## src/design/pcc_pkg.sv

```systemverilog
// Package: types and constants for the polygon containment classifier.
package pcc_pkg;
  localparam int MAX_VERTICES = 64;
  localparam int COORD_BITS   = 24;
  localparam int SPECIES_BITS = 4;
  localparam int IDX_BITS     = $clog2(MAX_VERTICES);
  localparam int CNT_BITS     = $clog2(MAX_VERTICES + 1);
  localparam int DIFF_BITS    = COORD_BITS + 1;
  localparam int MAG_BITS     = COORD_BITS;
  localparam int PROD_BITS    = 2 * MAG_BITS;

  typedef enum logic [1:0] {
    REQ_CLEAR = 2'd0,
    REQ_ADD   = 2'd1,
    REQ_TEST  = 2'd2,
    REQ_CLOSE = 2'd3
  } req_t;

  typedef struct packed {
    logic [1:0]              req_type;
    logic signed [COORD_BITS-1:0] coord_x;
    logic signed [COORD_BITS-1:0] coord_z;
    logic [SPECIES_BITS-1:0] animal_species;
  } in_item_t;

  typedef struct packed {
    logic                    result_kind;
    logic                    inside_res;
    logic [SPECIES_BITS-1:0] pen_species;
    logic                    species_valid;
    logic [7:0]              contained_count;
    logic                    vertex_overflow;
  } out_item_t;

  typedef enum logic [2:0] {
    ST_IDLE,
    ST_READ,
    ST_MUL,
    ST_CMP,
    ST_DONE
  } state_t;

  // Controller to datapath commands
  typedef struct packed {
    logic capture;   // latch input item
    logic clear;
    logic add;
    logic rd;        // issue vertex read for edge_idx
    logic emit_test;
    logic emit_close;
    logic [IDX_BITS-1:0] edge_idx;
    logic first_rd;  // read of vertex 0 (also the wrap vertex)
  } cmd_t;

  // Datapath status to controller
  typedef struct packed {
    logic [CNT_BITS-1:0] vtotal;
    logic in_box;
  } stat_t;
endpackage

```

## src/design/pcc_ctrl.sv

```systemverilog
// Controller: sequences clear, add, edge walk and result emission.
module pcc_ctrl (
  input  logic              clk,
  input  logic              rst_n,
  input  logic              start,
  input  logic [1:0]        req_type,
  input  pcc_pkg::stat_t    stat,
  output logic              busy,
  output pcc_pkg::cmd_t     cmd
);
  import pcc_pkg::*;

  state_t state_r, state_nxt;
  logic [CNT_BITS-1:0] cnt_r, cnt_nxt;
  logic [1:0] drain_r, drain_nxt;
  logic [1:0] req_r, req_nxt;

  always_ff @(posedge clk) begin
    if (!rst_n) begin
      state_r <= ST_IDLE;
      cnt_r <= '0;
      drain_r <= '0;
      req_r <= '0;
    end else begin
      state_r <= state_nxt;
      cnt_r <= cnt_nxt;
      drain_r <= drain_nxt;
      req_r <= req_nxt;
    end
  end

  // Walk: read vertex 0, then 1..n-1, then vertex 0 again as the closing end
  always_comb begin
    state_nxt = state_r;
    cnt_nxt = cnt_r;
    drain_nxt = drain_r;
    req_nxt = req_r;
    cmd = '0;
    busy = (state_r != ST_IDLE);
    unique case (state_r)
      ST_IDLE: begin
        if (start) begin
          cmd.capture = 1'b1;
          req_nxt = req_type;
          unique case (req_t'(req_type))
            REQ_CLEAR: cmd.clear = 1'b1;
            REQ_ADD:   cmd.add = 1'b1;
            REQ_TEST: begin
              cnt_nxt = '0;
              state_nxt = (stat.vtotal == '0) ? ST_DONE : ST_READ;
            end
            REQ_CLOSE: state_nxt = ST_DONE;
            default: ;
          endcase
        end
      end
      ST_READ: begin
        cmd.rd = 1'b1;
        cmd.first_rd = (cnt_r == '0);
        cmd.edge_idx = (cnt_r >= stat.vtotal) ? '0 : cnt_r[IDX_BITS-1:0];
        if (cnt_r >= stat.vtotal) begin
          drain_nxt = 2'd3;
          state_nxt = ST_MUL;
        end
        cnt_nxt = cnt_r + 1'b1;
      end
      ST_MUL: begin
        drain_nxt = drain_r - 1'b1;
        if (drain_r == 2'd1) state_nxt = ST_DONE;
      end
      ST_DONE: begin
        if (req_t'(req_r) == REQ_TEST) cmd.emit_test = 1'b1;
        else cmd.emit_close = 1'b1;
        state_nxt = ST_IDLE;
      end
      default: state_nxt = ST_IDLE;
    endcase
  end
endmodule

```

## config.mk

```make
export PLATFORM = sky130hd
export DESIGN_NAME = pcc_ctrl
export DESIGN_NICKNAME = d
export VERILOG_FILES = /design/src/design/pcc_pkg.sv /design/src/design/pcc_ctrl.sv
export SDC_FILE = /design/constraint.sdc
export NUM_CORES = 1
export LEC_CHECK = 0
export CORE_UTILIZATION = 57
export CTS_BUF_LIST = sky130_fd_sc_hd__clkbuf_8 sky130_fd_sc_hd__clkbuf_16
export DETAILED_ROUTE_END_ITERATION = 10
export DONT_BUFFER_PORTS = 1
export GPL_TIMING_DRIVEN = 0
export PLACE_DENSITY = 0.72
export SETUP_SLACK_MARGIN = 0.4
export SLEW_MARGIN = 20
export SYNTH_ARGS = -nofsm -noshare
export SYNTH_HDL_FRONTEND = slang
export SYNTH_SLANG_ARGS = --single-unit
```

## constraint.sdc

```tcl
create_clock -name clk -period 2.9 [get_ports clk]
set_input_delay 0.29 -clock clk [delete_from_list [all_inputs] [get_ports clk]]
set_output_delay 0.29 -clock clk [all_outputs]
set_load 0.05 [all_outputs]
```

==> metrics.yaml <==
clock-skew-final_ns: 0.005767
clock.fmax_ghz: 0.4238
timing.final.hold_violations: 0
grt_antenna_before_repair: 0
die_x_um: 44.97
insertion_delay_ns: 0.24
yosys_warnings: 0
timing.critical_path.fanout_max: 7
max-vdd-ir-drop_uv: 271.9
wire_per_inst_um: 14.11
ant_nets: 0
route.detailed.drc: 0
ys_types: 36
final_max_slew_viol_count: 0
critical_path_capture_point_type: "output pin"
worst_slew_pin_slew_ns: 1.034
synthFlopType: "dfxtp_1"
synth_edf_count: 0
area.growth.synth_to_final_pct: 9.037
postCtsResizedCells: 0
final_layout_fill_cell_count: 160
maxSlewHeadroom: 0.3130
setup_total_negative_slack_ns: 0
place.port_buffers: 0
groute.usage.overall: 0.2375
grt_overflow: 0
clock_sink_count: 14
critPathArrivalTime_ns: 2.07
rsz0062_at_grt: "no"
detail_route.iter0.violations: 14
ctsHtreeMaxLevel: 1
via_count_of_the_first_global_routing_pass: 842
wl_um: 2216
power_density_nw_per_um2: 491.1
boundary_pins: 27
syn-instance-count: 129
finalCritPeriodShare: 0.8137
std_cell_rows: 15
syn_area_um2: 1052
cts.repair_timing.setup_buffer_count: 0
setup_violations: 0
clockBufferDepth: 2
num_vias: 911
insertedDiodeCount: 0
multi_input_comb_area_um2: 711.9
place_congestion: 0.8942
critical_path_required_ns: 2.61
syn_nets: 152
viasPerCell: 5.803
critical_path_class: "register to output pin"
drt_pre_antenna_iters: 4
cts_root_buffer: "clkbuf_8"
design.final.nets: 157
worstHoldPathType: "input pin to register"
layout.area.seq_um2: 280.3
final_util: 0.6645
numCtsBuffers: 3
period_minus_slack_ns: 2.360
start_util: 0.6094
critical_path_launch_point_type: "register"
synth.yosys.seq_area_share: 0.2663
hpwl_um: 1725
syn_area_per_cell_um2: 8.157
die_area_um2: 2022
postSynthRegisterBits: 14
synth-async-reset-ratio: 0
core-area_um2: 1727
die-height_um: 44.97
path_clk_slew_ns: 0.05
grt_first_pass_wirelength_um: 3408
grt_max_degree: 11
tritoncts: "built"
drv.max_cap_violation_count: 0
fraction_of_layout_instances_using_a_drive_strength_above_1: 0.1818
cts.hold.buffers_added: 0
run_status: "finished, final reports clean"
power.static_leakage_nw: 0.4837
[power breakdown]
part / switching, mW / total, mW / leakage [nW] / internal (mW)
registers: 0.0152 / 0.223 / 0.114 / 0.208
logic: 0.132 / 0.187 / 0.348 / 0.0553
clock network: 0.0613 / 0.153 / 0.0216 / 0.0915
[layout by cell type (no fill, tap or decap), types with 3 or more instances in the layout]
cell type and instances:
nand2_1 18, inv_1 11, clkbuf_8 3, o211ai_1 4, nor2b_1 3, a21oi_1 5
xor2_1 5, nor2_1 6, a21boi_1 3, o21ai_1 3, dfxtp_1 14, ha_1 10
nand3_1 3, and2_2 6, nor4_1 3
[sequential cells by signal, indices dropped and copies added (netlist names)]
name / count
cnt_r: 7
state_r: 3
req_r: 2
drain_r: 2
[critical path, stage by stage, from the launching register on]
cell      delay [ns]
dfxtp_1         0.40
ha_1            0.28
a211oi_2        0.19
o21bai_1        0.15
a211oi_2        0.41
and2_2          0.39
[layout make-up]
cell class / count / share of cell area
plain buffers: 4 / 0.02944
inverters: 13 / 0.04253
multi-input cells: 98 / 0.6205
flip-flops and latches: 14 / 0.2443
well taps: 25 / 0.02726
clock buffers: 3 / 0.03599
[routing by layer]
layer,global-route usage,wire (um)
met1,0.2691,975
met3,0.06400,81
met2,0.4174,1111
met5,0,0
met4,0.09697,47
[path summary, 6_finish.rpt]
kind | from | to | slack (ns) | cells past startpoint
worst max-delay path | cnt_r[4] | cmd[1] | 0.54 | 5
worst min-delay path | req_type[0] | req_r[0] | 0.20 | 2
worst max register to register | cnt_r[4] | state_r[0] | 1.23 | 5
worst min register to register | req_r[1] | req_r[1] | 0.47 | 2
[stage by stage]
stage | instances | setup WS (ns) | hold WS, ns | cell area (um^2) | total power, mW
after floorplan | 129 | 0.6247 | 0.4364 | 1052 | 0.3842
after global placement | 154 | 0.5449 | 0.4488 | 1084 | 0.4049
after detailed placement | 154 | 0.6876 | 0.4524 | 1099 | 0.4141
after CTS | 157 | 0.4340 | 0.2036 | 1140 | 0.5662
after global routing | 157 | 0.4022 | 0.2061 | 1147 | 0.5952
final | 157 | 0.5403 | 0.2042 | 1147 | 0.5634
[kinds of logic after synthesis]
logic type / after synthesis / share of synthesized area
adders and majority gates: 10 / 0.1189
xor gates and xnor gates: 5 / 0.04162
DFF: 14 / 0.2664
AOI/OAI and AO/OA: 30 / 0.2105
and+or+nand+nor: 53 / 0.2842
buffers and inverters: 17 / 0.07848
[cells in the mapped netlist, types with 4 or more instances]
cell type	count	area share
a21oi_1	5	0.024
and2_1	8	0.048
dfxtp_1	14	0.27
ha_1	10	0.12
inv_1	11	0.039
nand2_1	18	0.064
nor2_1	6	0.021
o211ai_1	4	0.029
xor2_1	5	0.042
Power figures use the tool's default switching activity.
